## config.mk

```make
export PLATFORM = sky130hd
export DESIGN_NAME = ppp_style_deframer_fcs16
export DESIGN_NICKNAME = d
export VERILOG_FILES = /design/src/hw/rtl/ppp_dfr_pkg.sv /design/src/hw/rtl/ppp_dfr_core.sv /design/src/hw/rtl/ppp_style_deframer_fcs16.sv
export SDC_FILE = /design/constraint.sdc
export NUM_CORES = 1
export LEC_CHECK = 0
export CAP_MARGIN = 10
export CORE_MARGIN = 2
export CORE_UTILIZATION = 62
export CTS_CLUSTER_DIAMETER = 50
export DETAILED_ROUTE_END_ITERATION = 7
export DONT_BUFFER_PORTS = 1
export MAX_ROUTING_LAYER = met4
export PLACE_DENSITY_LB_ADDON = 0.2
export SLEW_MARGIN = 20
export SYNTH_ARGS = -nofsm -noshare
export SYNTH_HDL_FRONTEND = slang
export SYNTH_SLANG_ARGS = --single-unit
```

## constraint.sdc

```tcl
create_clock -name clk -period 4.6 [get_ports clk]
set_clock_uncertainty 0.15 [all_clocks]
set_input_delay 1.38 -clock clk [delete_from_list [all_inputs] [get_ports clk]]
set_output_delay 1.38 -clock clk [all_outputs]
set_load 0.01 [all_outputs]
```

## src/hw/rtl/ppp_dfr_pkg.sv

```systemverilog
// Package for the PPP-style deframer: byte codes, FCS-16 constants,
// the result record and the per-byte FCS-16 update function.
// No dependencies.
package ppp_dfr_pkg;

  localparam logic [7:0]  FLAG_BYTE = 8'h7E;
  localparam logic [7:0]  ESC_BYTE  = 8'h7D;
  localparam logic [7:0]  ESC_MASK  = 8'h20;
  localparam logic [15:0] FCS_POLY  = 16'h8408;
  localparam logic [15:0] FCS_INIT  = 16'hFFFF;
  localparam logic [15:0] FCS_GOOD  = 16'h0F47;
  localparam logic [7:0]  LEN_MAX   = 8'hFF;

  typedef struct packed {
    logic       result_kind;
    logic [7:0] payload_byte;
    logic       frame_good;
    logic [7:0] payload_length;
  } result_t;

  // One byte of the reflected CRC-16, least significant bit first.
  function automatic logic [15:0] fcs_step(input logic [15:0] crc, input logic [7:0] b);
    logic [15:0] c;
    c = crc ^ {8'h00, b};
    for (int k = 0; k < 8; k++) begin
      if (c[0]) begin
        c = (c >> 1) ^ FCS_POLY;
      end else begin
        c = c >> 1;
      end
    end
    return c;
  endfunction

endpackage

```

## src/hw/rtl/ppp_dfr_core.sv

```systemverilog
// Frame state of the deframer: escape handling, FCS, byte count, overflow
// and the two-byte holdback. Depends on ppp_dfr_pkg.
module ppp_dfr_core #(
  parameter int MAX_FRAME = 256
) (
  input  logic                 clk,
  input  logic                 rst,
  input  logic                 step,
  input  logic [7:0]           line_byte,
  output logic                 res_valid,
  output ppp_dfr_pkg::result_t res
);

  localparam int CW = $clog2(MAX_FRAME + 1);
  localparam int XW = (CW > 8) ? CW : 8;

  logic          escape_pending;
  logic [15:0]   crc_register;
  logic [CW-1:0] stored_count;
  logic          overflowed;
  logic [7:0]    held_bytes [2];

  logic          is_flag;
  logic          is_full;
  logic          do_store;
  logic [7:0]    store_data;
  logic [XW-1:0] count_x;
  logic [XW-1:0] len_x;
  logic [7:0]    len;

  assign is_flag    = (line_byte == ppp_dfr_pkg::FLAG_BYTE);
  assign is_full    = (stored_count >= CW'(MAX_FRAME));
  assign do_store   = !is_flag && !is_full &&
                      (escape_pending || (line_byte != ppp_dfr_pkg::ESC_BYTE));
  assign store_data = escape_pending ? (line_byte ^ ppp_dfr_pkg::ESC_MASK) : line_byte;

  assign count_x = XW'(stored_count);
  assign len_x   = (count_x >= XW'(2)) ? (count_x - XW'(2)) : '0;
  assign len     = (len_x > XW'(ppp_dfr_pkg::LEN_MAX)) ? ppp_dfr_pkg::LEN_MAX : len_x[7:0];

  always_comb begin
    res = '0;
    res_valid = 1'b0;
    if (is_flag) begin
      res_valid = 1'b1;
      res.result_kind = 1'b1;
      res.payload_length = len;
      res.frame_good = (count_x > XW'(2)) && !overflowed &&
                       ((crc_register ^ 16'hFFFF) == ppp_dfr_pkg::FCS_GOOD);
    end else if (do_store && (count_x >= XW'(2))) begin
      res_valid = 1'b1;
      res.payload_byte = held_bytes[0];
    end
  end

  always_ff @(posedge clk) begin
    if (rst) begin
      escape_pending <= 1'b0;
      crc_register   <= ppp_dfr_pkg::FCS_INIT;
      stored_count   <= '0;
      overflowed     <= 1'b0;
    end else if (step) begin
      if (is_flag) begin
        crc_register <= ppp_dfr_pkg::FCS_INIT;
        stored_count <= '0;
        overflowed   <= 1'b0;
      end else if (is_full) begin
        overflowed <= 1'b1;
      end else if (escape_pending) begin
        escape_pending <= 1'b0;
      end else if (line_byte == ppp_dfr_pkg::ESC_BYTE) begin
        escape_pending <= 1'b1;
      end
      if (do_store) begin
        crc_register <= ppp_dfr_pkg::fcs_step(crc_register, store_data);
        stored_count <= stored_count + CW'(1);
      end
    end
  end

  always_ff @(posedge clk) begin
    if (step && do_store) begin
      held_bytes[0] <= held_bytes[1];
      held_bytes[1] <= store_data;
    end
  end

endmodule

```

## src/hw/rtl/ppp_style_deframer_fcs16.sv

```systemverilog
// Top level of the PPP-style receive deframer with FCS-16 check.
// Depends on ppp_dfr_pkg and ppp_dfr_core.
//
// Raw line bytes enter on the slave stream, one item per cycle while the
// master side keeps up. Each item passes an input register, then the frame
// logic, whose result lands in an output register; the FCS byte update is
// combinational, which lets the block sustain one item per cycle. Payload
// bytes come out two stored bytes late, so the FCS bytes are never passed on.
// A flag byte yields an end item with tlast high, a good mark and the payload
// length; bytes already sent from a bad frame must be discarded by the user.
module ppp_style_deframer_fcs16 #(
  parameter int MAX_FRAME = 256
) (
  input  logic        clk,
  input  logic        rst,
  input  logic        s_axis_tvalid,
  output logic        s_axis_tready,
  input  logic [7:0]  s_axis_tdata,   // [7:0] line_byte
  output logic        m_axis_tvalid,
  input  logic        m_axis_tready,
  output logic [23:0] m_axis_tdata,   // [7:0] payload_byte, [8] frame_good,
                                      // [16:9] payload_length, [23:17] zero
  output logic        m_axis_tlast    // result_kind
);

  logic                 in_valid;
  logic [7:0]           in_byte;
  logic                 advance;
  logic                 res_valid;
  ppp_dfr_pkg::result_t res;
  ppp_dfr_pkg::result_t out_res;

  assign advance       = in_valid && (!m_axis_tvalid || m_axis_tready);
  assign s_axis_tready = !in_valid || advance;

  always_ff @(posedge clk) begin
    if (rst) begin
      in_valid <= 1'b0;
    end else if (s_axis_tready) begin
      in_valid <= s_axis_tvalid;
    end
  end

  always_ff @(posedge clk) begin
    if (s_axis_tvalid && s_axis_tready) begin
      in_byte <= s_axis_tdata;
    end
  end

  ppp_dfr_core #(
    .MAX_FRAME(MAX_FRAME)
  ) u_core (
    .clk       (clk),
    .rst       (rst),
    .step      (advance),
    .line_byte (in_byte),
    .res_valid (res_valid),
    .res       (res)
  );

  always_ff @(posedge clk) begin
    if (rst) begin
      m_axis_tvalid <= 1'b0;
    end else if (!m_axis_tvalid || m_axis_tready) begin
      m_axis_tvalid <= advance && res_valid;
    end
  end

  always_ff @(posedge clk) begin
    if (advance && res_valid) begin
      out_res <= res;
    end
  end

  assign m_axis_tlast = out_res.result_kind;
  assign m_axis_tdata = {7'b0, out_res.payload_length, out_res.frame_good,
                         out_res.payload_byte};

endmodule
```

==> results.md, run 1 <==
* Met3 wire length at slightly below 200 um
* Post-CTS Setup Inserts at 0
* Net Switching at 0.000347 W
* Gpl congestion at between 0.8 and 0.9
* Final setup viols at 0
* Reg-to-Reg Start: in_byte[3]
* Status: finished, final reports clean
* Post-layout nets at ~290
* Synth warnings at 0
* Clock sink count at 71
* Hold-fix buffers, CTS at 0
* Final worst-path cycle share at 0.709
* Clock power share at 0.346
* N_diodes at 0
* CP max stage delay at around 200 ps
* Place WS at approximately 1000 ps
* CP endpoint kind: output pin
* WL/cell at 16.0 um
* Worst slew margin at 0.344
* Clock latency on the worst-skew pair at ~350 ps
* Worst path cell trace: nor2b_1 -> nand2_1
* Sequential share of power at 0.534
* Fill cells at just under 400
* Total number of vias at about 2,000
* CTS Buffer Depth at 2
* Post-route ant nets at 0
* WL met2 at 2.77 mm
* Int Pwr at 0.00103 W
* Register area share after synthesis at 0.582
* Avg Cell Area, Syn at 11.6 um^2
* First-pass GRT wire length at 8.87 mm
* Distinct cells, synth at 48
* 1st-iter DRT viols at about 140
* CP Buf/Inv Count at 0
* R2r endpoint: m_axis_tdata[15]
* Worst setup margin at 1340 ps
* Maxcap violations at 0
* Io pins at 39
* Top cell type by total area after synthesis: edfxtp_1
* Slew Limit Fails at 0
* Post-Syn Instances at between 200 and 300
* Global-route usage over all layers at 0.222
* Setup TNS at 0 ps
* R2r setup slk at 1790 ps
* Initial antenna violation count at 0
* Flops & latches, synth at ~70
* Slowest CP cell: nor2b_1
* Pin count of the biggest net entering global routing at 31
* Critical Path Fanout Max at 3
* Critical path origin: m_axis_tready
* Worst hold endpoint: u_core.held_bytes[0][3]
* Delay-heaviest family, CP: simple AND/OR/NAND/NOR gates
* Multi-input logic area at roughly 0.0012 mm^2
* Comb power frac at 0.120
* Port bufs at 0
* CTS tree: done
* Most frequent cells in the layout: edfxtp_1, dfxtp_1, nor2_1
* Detail Placement HPWL at 3.76 mm
* Initial Utilization at 0.632
* Mapped Area at 0.00316 mm^2
* Critical Path Stages at 2
* Most common cell after layout, fill and taps aside: edfxtp_1
* Die Span X at around 75 um
* Synthesis-to-layout area growth at 6.88%
* Clk Tree Root Cell: clkbuf_8
* Yosys top cell area share at 0.399
* Worst Path Arrival at about 1700 ps
* Total wire length at between 5 and 6 mm
* Maximum VDD drop at between 0.2 and 0.3 mV
* Post-synth EDFFs at between 40 and 50
* Synth Flop Type: edfxtp_1
* Area contributors post-synth: edfxtp_1, dfxtp_1, xnor2_1
* Highest Signal Layer: met4
* Num CTS Buffers at 9
* Number of H-tree levels at 3
* Vias in the first global route at between 1,500 and 2,000
* HP Class: flop to flop
* Hold Vio Cnt, Final at 0
* Achievable Freq at between 300 and 400 MHz
* DRC viols at 0
* RSZ-0062 raised after global routing: no
* Worst EP required at around 3100 ps
* Vias/cell at around 5.7
* Resized cells post-CTS at 0
* Leak at 1.16 nW
* Sequential cell area at approximately 0.0018 mm^2
* Worst-margin pin slew at ~1000 ps
* Chip height at about 75 um
* Period minus WS final at about 3300 ps
* CP startpoint kind: input pin
* Layout cells sized above 1 at 0.126
* Power density cells at 407 mW/mm^2
* Clk slew on worst S/H paths at about 70 ps
* Met1 WL at between 2 and 3 mm
* Reg2reg path depth at 5
* Drt first pass iters at 4
* Core area at roughly 0.0050 mm^2
* HP Start: u_core.held_bytes[1][3]
* Hold Path Cell Cnt at 0
* Gr ovfl total at 0
* Placement Rows at 26
* Post-synth ARST share at 0
* Sw Ratio at 0.252
* Crit Path Category: input pin to output pin
* Fin util at 0.675
* Die area at 0.00569 mm^2
[worst max-delay path by stage]
stage / endpoint
final: s_axis_tready
after global routing: m_axis_tdata[16]
after CTS: s_axis_tready
after detailed placement: m_axis_tdata[2]
after global placement: m_axis_tdata[4]
after floorplan: m_axis_tdata[0]
[power groups by stage]
stage	combinational, W	sequential, W	clock (W)
6_report	0.000166	0.000735	0.000477
5_1_grt	0.000182	0.000739	0.000514
4_1_cts	0.000165	0.000735	0.000484
3_5_place_dp	0.000164	0.000749	0
3_3_place_gp	0.000163	0.000748	0
2_1_floorplan	0.000146	0.000741	0
[layer usage]
metal / GRT usage / vias to the layer above
li1: - / 974
met1: 0.288 / 947
met2: 0.328 / 47
met3: 0.0648 / 11
met4: 0.0936 / 0
met5: - / -
[registers in the layout, summed over array words and instances (netlist names)]
name / count
u_core.overflowed: 1
in_valid: 1
u_core.escape_pending: 1
u_core.held_bytes: 16
in_byte: 8
m_axis_tvalid: 1
u_core.crc_register: 16
u_core.count_x: 9
m_axis_tlast: 1
m_axis_tdata: 17
[kinds of logic (layout without fill, tap and decap cells)]
group,after synthesis,count (layout),synth area share
muxes,2,2,0.00672
and+or+nand+nor,96,96,0.174
DFF,71,71,0.582
AOI/OAI and AO/OA,44,44,0.0925
xor gates and xnor gates,29,29,0.0850
other,1,7,0.00119
buffers and inverters,26,24,0.0431
adders and majority gates,4,4,0.0158
[worst reg2reg max path: cells and delay by family (launching register included)]
family	cells	cell delay [ps]
buf+inv	1	270
flops	1	420
compound gates	2	580
simple gates	2	1060
[stage by stage]
step | area (um^2) | power, W | hold slack, ps | cells
5_1_grt | 3380 | 0.00144 | 282 | 347
3_5_place_dp | 3190 | 0.000913 | 258 | 331
3_3_place_gp | 3190 | 0.000911 | 253 | 331
6_report | 3380 | 0.00138 | 275 | 347
2_1_floorplan | 3190 | 0.000887 | 250 | 279
4_1_cts | 3380 | 0.00138 | 276 | 347
[Yosys cell counts (2+ instances only)]
| master | count |
|---|---|
| or4_1 | 3 |
| clkbuf_1 | 10 |
| edfxtp_1 | 42 |
| a21oi_1 | 14 |
| xnor2_1 | 18 |
| and2_1 | 9 |
| nand3_1 | 7 |
| buf_4 | 7 |
| or3b_2 | 2 |
| dfxtp_1 | 29 |
| buf_2 | 4 |
| nor4b_1 | 2 |
| nand2_1 | 8 |
| inv_1 | 4 |
| nand2b_1 | 5 |
| nor2b_1 | 2 |
| nor3_2 | 5 |
| nand3b_1 | 2 |
| a31oi_1 | 10 |
| o21ai_0 | 3 |
| o21bai_1 | 7 |
| nor3_1 | 16 |
| o32a_1 | 2 |
| nor2_1 | 21 |
| xor2_1 | 10 |
| or2_2 | 2 |
| nor4_1 | 5 |
| ha_1 | 4 |
[cell type report]
cell class,instances,share of cell area
sequential,71,0.545
multi-input combinational,182,0.360
clock buffer,10,0.0377
tap,70,0.0259
clock inverter,6,0.0185
timing repair buffer,4,0.00888
inverter,4,0.00444
(Power assumes the default switching activity.)
==> run 2, diff against run 1 <==
--- a/config.mk
+++ b/config.mk
@@ -5,9 +5,10 @@
 export SDC_FILE = /design/constraint.sdc
 export NUM_CORES = 1
 export LEC_CHECK = 0
+export ABC_AREA = 1
 export CAP_MARGIN = 10
 export CORE_MARGIN = 2
-export CORE_UTILIZATION = 62
+export CORE_UTILIZATION = 57
 export CTS_CLUSTER_DIAMETER = 50
 export DETAILED_ROUTE_END_ITERATION = 7
 export DONT_BUFFER_PORTS = 1
==> constraint.sdc (replaced) <==
create_clock -name clk -period 2.9 [get_ports clk]
set_clock_uncertainty 0.15 [all_clocks]
set_input_delay 0.87 -clock clk [delete_from_list [all_inputs] [get_ports clk]]
set_output_delay 0.87 -clock clk [all_outputs]
set_load 0.01 [all_outputs]
==> results.md, run 2 <==
* Status: finished, final reports clean (unchanged)
* Die Span X at 82.5 um (was 75.4 um)
* Initial Utilization at 0.593 (was 0.632)
* Post-CTS Setup Inserts at 0 (unchanged)
* Detail Placement HPWL at 4.74 mm (was 3.76 mm)
* Die area at 0.00681 mm^2 (was 0.00569 mm^2)
* Synth Flop Type: edfxtp_1 (unchanged)
* Initial antenna violation count at 0 (unchanged)
* Reg2reg path depth at 10 (was 5)
* Maxcap violations at 0 (unchanged)
* Synthesis-to-layout area growth at 5.20% (was 6.88%)
* Distinct cells, synth at 36 (was 48)
* Clk slew on worst S/H paths at 70 ps (about the same)
* Post-layout nets at 416 (was 288)
* Port bufs at 0 (unchanged)
* Global-route usage over all layers at 0.225 (was 0.222)
* CP Buf/Inv Count at 1 (was 0)
* R2r setup slk at 740 ps (was 1790 ps)
* Post-synth EDFFs at 42 (unchanged)
* Chip height at 82.5 um (was 75.4 um)
* Core area at 0.00592 mm^2 (was 0.00501 mm^2)
* N_diodes at 0 (unchanged)
* CP endpoint kind: output pin (unchanged)
* Total wire length at 6.61 mm (was 5.57 mm)
* Hold-fix buffers, CTS at 0 (unchanged)
* Vias/cell at 5.30 (was 5.70)
* Layout cells sized above 1 at 0.101 (was 0.126)
* Slew Limit Fails at 0 (unchanged)
* Int Pwr at 0.00150 W (was 0.00103 W)
* Critical Path Fanout Max at 3 (unchanged)
* Drt first pass iters at 4 (unchanged)
* Delay-heaviest family, CP: simple AND/OR/NAND/NOR gates (unchanged)
* Post-Syn Instances at 395 (was 273)
* 1st-iter DRT viols at 182 (was 135)
* Total number of vias at 2,543 (was 1,979)
* Number of H-tree levels at 3 (unchanged)
* Setup TNS at 0 ps (unchanged)
* HP Start: u_core.held_bytes[1][1] (was u_core.held_bytes[1][3])
* Yosys top cell area share at 0.359 (was 0.399)
* Most frequent cells in the layout: nand2_1, nand3_1, edfxtp_1 (was edfxtp_1, dfxtp_1, nor2_1)
* Hold Path Cell Cnt at 0 (unchanged)
* Synth warnings at 0 (unchanged)
* Most common cell after layout, fill and taps aside: nand2_1 (was edfxtp_1)
* Pin count of the biggest net entering global routing at 28 (was 31)
* Synth cell count leaders: nand2_1, nand3_1, edfxtp_1 (was edfxtp_1, dfxtp_1, nor2_1)
* Net Switching at 0.000563 W (was 0.000347 W)
* Placement-stage cell area at 0.00353 mm^2 (was 0.00319 mm^2)
* Area contributors post-synth: edfxtp_1, dfxtp_1, nand2_1 (was edfxtp_1, dfxtp_1, xnor2_1)
* Io pins at 39 (unchanged)
* HP Class: flop to flop (unchanged)
* Leak at 1.64 nW (was 1.16 nW)
* Sequential share of power at 0.560 (was 0.534)
* Critical path origin: m_axis_tready (unchanged)
* Worst-margin pin slew at 678 ps (was 976 ps)
* Max reg flops at 17 (unchanged)
* Comb power frac at 0.113 (was 0.120)
* Vias in the first global route at 2,284 (was 1,806)
* Worst Path Arrival at 1160 ps (was 1730 ps)
* Worst slew margin at 0.547 (was 0.344)
* Resized cells post-CTS at 0 (unchanged)
* Slowest CP cell: nand3_1 (was nor2b_1)
* Hold Vio Cnt, Final at 0 (unchanged)
* Final worst-path cycle share at 0.753
* Worst path cell trace: inv_1 -> nand3_1 (was nor2b_1 -> nand2_1)
* DRC viols at 0 (unchanged)
* Gpl congestion at 0.853 (was 0.822)
* R2r endpoint: m_axis_tdata[0] (was m_axis_tdata[15])
* Post-route ant nets at 0 (unchanged)
* Gr ovfl total at 0 (unchanged)
* Reg-to-Reg Start: in_byte[7] (was in_byte[3])
* Register area share after synthesis at 0.524 (was 0.582)
* Avg Cell Area, Syn at 8.89 um^2 (was 11.6 um^2)
* CP startpoint kind: input pin (unchanged)
* CTS tree: done (unchanged)
* Fill cells at 478 (was 397)
* Finished Cell Area at 0.00369 mm^2 (was 0.00338 mm^2)
* Sw Ratio at 0.273 (was 0.252)
* RSZ-0062 raised after global routing: no (unchanged)
* Top cell type by total area after synthesis: edfxtp_1 (unchanged)
* Mapped Area at 0.00351 mm^2 (was 0.00316 mm^2)
* Worst EP required at 1880 ps (was 3070 ps)
* CTS Buffer Depth at 2 (unchanged)
* Final setup viols at 0 (unchanged)
* Maximum VDD drop at 0.357 mV (was 0.265 mV)
* Achievable Freq at ~460 MHz
* Clk Tree Root Cell: clkbuf_8 (unchanged)
* Post-synth ARST share at 0 (unchanged)
* Worst hold endpoint: u_core.held_bytes[0][1] (was u_core.held_bytes[0][3])
* WL/cell at 13.8 um (was 16.0 um)
* Clock latency on the worst-skew pair at 340 ps (was 350 ps)
* Clock sink count at 71 (unchanged)
* CP max stage delay at 190 ps (was 200 ps)
* First-pass GRT wire length at 10.9 mm (was 8.87 mm)
* Placement Rows at 28 (was 26)
* Period minus WS final at ~2200 ps
* Num CTS Buffers at 9 (unchanged)
* Flops & latches, synth at 71 (unchanged)
* Count leader, synth: nand2_1 (was edfxtp_1)
* Crit Path Category: input pin to output pin (unchanged)
* Clock power share at 0.326 (was 0.346)
* Power density cells at 559 mW/mm^2 (was 407 mW/mm^2)
## run 2: changes by cell type after synthesis, sizes merged, moves of 8 or more
cell / delta
xnor2: -9
nand2: +103
and2: -9
nand3: +51
a31oi: -10
o21ai: +8
inv: +38
clkbuf: -8
nor2: +9
nor3: -21
## run 2: worst max path at each step
stage | to | depth (start not counted)
finish | s_axis_tready | 2
global route | m_axis_tdata[6] | 10
CTS | s_axis_tready | 2
detailed placement | m_axis_tdata[3] | 7
global placement | m_axis_tdata[2] | 7
floorplan | m_axis_tdata[0] | 6
## run 2: metal layers
metal  vias to the layer above  global-route usage  routed length [um]
met1                      1155               0.310                3170
li1                       1295                   -                   -
met2                        86               0.327                2980
met3                         7              0.0576                 383
met4                         0              0.0721                  77
met5                         -                   -                   0
## run 2: layout make-up
class	instances	area [um^2]	area share
well taps	75	93.8	0.0254
clock buffers	10	128	0.0345
clock inverters	6	37.5	0.0102
inverters	43	164	0.0444
multi-input cells	272	1410	0.381
flip-flops and latches	71	1840	0.498
repair buffers	3	22.5	0.00610
## run 2: through the flow
stage	std cells	util	setup slack, ps	power [W]	hold WS [ps]
finish	480	0.624	717	0.00207	270
global route	480	0.624	580	0.00216	278
CTS	480	0.624	713	0.00208	271
detailed placement	464	0.596	453	0.00141	255
global placement	464	0.596	532	0.00141	250
floorplan	401	-	513	0.00137	250
## run 2: logic make-up after synthesis
logic type,count (synthesis),share of synthesized area
AND/OR/NAND/NOR,208,0.273
flip-flops,71,0.524
buffers and inverters,58,0.0812
AO/OA/AOI/OAI,34,0.0563
XOR/XNOR,19,0.0495
adder cells (fa/ha/maj),4,0.0143
other,1,0.00107
## run 2: power by group through the flow
| stage | clock network, W | registers, W | logic [W] |
|---|---|---|---|
| 6_report | 0.000674 | 0.00116 | 0.000234 |
| 4_1_cts | 0.000686 | 0.00116 | 0.000233 |
| 2_1_floorplan | 0 | 0.00116 | 0.000210 |
| 3_5_place_dp | 0 | 0.00118 | 0.000232 |
| 3_3_place_gp | 0 | 0.00118 | 0.000229 |
| 5_1_grt | 0.000725 | 0.00116 | 0.000273 |
==> run 3, diff against run 2 <==
==> constraint.sdc (replaced) <==
create_clock -name clk -period 1.8 [get_ports clk]
set_clock_uncertainty 0.15 [all_clocks]
set_input_delay 0.54 -clock clk [delete_from_list [all_inputs] [get_ports clk]]
set_output_delay 0.54 -clock clk [all_outputs]
set_load 0.01 [all_outputs]
==> results.md, run 3 (same netlist as run 2, synthesis figures left out) <==
* Final worst-path cycle share at 1.02
* N_diodes at 0 (unchanged)
* Multi-input logic area at 0.00156 mm^2 (was 0.00141 mm^2)
* CTS tree: done (unchanged)
* Detail Placement HPWL at 5.15 mm (was 4.74 mm)
* Period minus WS final at 1840 ps
* Drt first pass iters at 7 (was 4)
* Place WS at -35.8 ps (was 453 ps)
* Critical Path Fanout Max at 5 (was 3)
* Total wire length at 7.92 mm (was 6.61 mm)
* Gr ovfl total at 0 (unchanged)
* Clk Tree Root Cell: clkbuf_8 (unchanged)
* Finished Cell Area at 0.00438 mm^2 (was 0.00369 mm^2)
* Post-route ant nets at 0 (unchanged)
* Pin count of the biggest net entering global routing at 23 (was 28)
* Vias in the first global route at 2,516 (was 2,284)
* Num CTS Buffers at 9 (unchanged)
* Crit Path Category: flop to flop (was input pin to output pin)
* Number of H-tree levels at 3 (unchanged)
* Chip height at 82.5 um (unchanged)
* Clk slew on worst S/H paths at 80 ps (was 70 ps)
* First-pass GRT wire length at 11.9 mm (was 10.9 mm)
* Leak at 1.96 nW (was 1.64 nW)
* Vias/cell at 5.43 (was 5.30)
* Max reg flops at 17 (unchanged)
* Hold Vio Cnt, Final at 0 (unchanged)
* Core area at 0.00592 mm^2 (unchanged)
* CP startpoint kind: flop (was input pin)
* Global-route usage over all layers at 0.242 (was 0.225)
* Most common cell after layout, fill and taps aside: nand2_1 (unchanged)
* Die area at 0.00681 mm^2 (unchanged)
* Status: complete, but fails checks (was finished, final reports clean)
* WL/cell at 15.0 um (was 13.8 um)
* Maximum VDD drop at 0.668 mV (was 0.357 mV)
* Most frequent cells in the layout: nand2_1, nand3_1, buf_4 (was nand2_1, nand3_1, edfxtp_1)
* Placement-stage cell area at 0.00382 mm^2 (was 0.00353 mm^2)
* Initial Utilization at 0.593 (unchanged)
* Slew Limit Fails at 0 (unchanged)
* Post-layout nets at 464 (was 416)
* Io pins at 39 (unchanged)
* CTS Buffer Depth at 2 (unchanged)
* Fill cells at 410 (was 478)
* Maxcap violations at 0 (unchanged)
* CP endpoint kind: flop (was output pin)
* Port bufs at 0 (unchanged)
* Total number of vias at 2,869 (was 2,543)
* HP Class: input pin to flop (was flop to flop)
* Clock latency on the worst-skew pair at 350 ps (was 340 ps)
* 1st-iter DRT viols at 214 (was 182)
* Clock sink count at 71 (unchanged)
* Worst Path Arrival at 1810 ps (was 1160 ps)
* Die Span X at 82.5 um (unchanged)
* Worst setup margin at -42.7 ps (was 717 ps)
* Power density cells at 923 mW/mm^2 (was 559 mW/mm^2)
* Worst EP required at 1770 ps (was 1880 ps)
* Hold-fix buffers, CTS at 0 (unchanged)
* RSZ-0062 raised after global routing: yes (was no)
* DRC viols at 0 (unchanged)
* Layout cells sized above 1 at 0.247 (was 0.101)
* Initial antenna violation count at 0 (unchanged)
* Achievable Freq at approximately 540 MHz
* Gpl congestion at 0.895 (was 0.853)
* Sequential cell area at 0.00185 mm^2 (was 0.00184 mm^2)
* Failing checks: negative setup slack
* Synthesis-to-layout area growth at 24.7% (was 5.20%)
* Final setup viols at 18 (was 0)
* Placement Rows at 28 (unchanged)
run 3: changes by cell type in the layout (fill, tap and decap cells not counted), sizes merged:
cell	previous run	this run
clkbuf	10	12
buf	3	49
clkinvlp	0	1
bufinv	0	4
clkinv	7	2
nand2	111	112
inv	42	41
run 3: metal layers:
metal,vias to the layer above,GRT usage,part of all wire
met3,19,0.0609,0.077
met4,0,0.0754,0.020
met1,1320,0.326,0.44
met2,133,0.364,0.46
met5,-,-,0
li1,1397,-,-
run 3: final timing paths:
check,start,endpoint,slack [ps],cells past startpoint
hold reg to reg,u_core.held_bytes[1][6],u_core.held_bytes[0][6],270,0
setup reg to reg,in_byte[1],m_axis_tdata[0],-40,7
setup / recovery,in_byte[1],m_axis_tdata[0],-40,7
hold / removal,rst,u_core.count_x[1],90,1
run 3: timing repair:
action | CTS | global route
pin swaps | 2 | 14
gates cloned | 0 | 3
resized for setup | 6 | 33
endpoints found under the hold margin | 0 | 0
setup buffers | 1 | 12
setup endpoints to repair | 24 | 60
run 3: critical path, cell delays in order, from the launching register on:
cell        delay (ps)
edfxtp_1           450
nor2_2             170
nand2_1            120
nor2_4             210
o21ai_4             90
nand3_4             80
clkinvlp_4         150
clkbuf_16          190
run 3: layout make-up:
class,count,share of cell area
multi-input cells,273,0.356
inverters,43,0.0411
clock buffers,11,0.0323
well taps,75,0.0214
clock inverters,5,0.0294
repair buffers,50,0.0980
flip-flops and latches,71,0.422
run 3: through the flow:
stage               total power [W]  setup TNS (ps)  cells  hold slack [ps]   util
floorplan                   0.00221           -1180    401              250      -
global placement            0.00230               0    496              251  0.645
detailed placement          0.00232            -418    496              255  0.645
CTS                         0.00399            -213    513             86.1  0.695
global route                0.00420           -2350    528             71.2  0.740
finish                      0.00404            -487    528             86.3  0.740
run 3: where the power goes:
part | total [W] | switching, W | internal [W]
Clock | 0.00169 | 0.000592 | 0.00110
Combinational | 0.000500 | 0.000297 | 0.000202
Sequential | 0.00185 | 0.0000635 | 0.00178
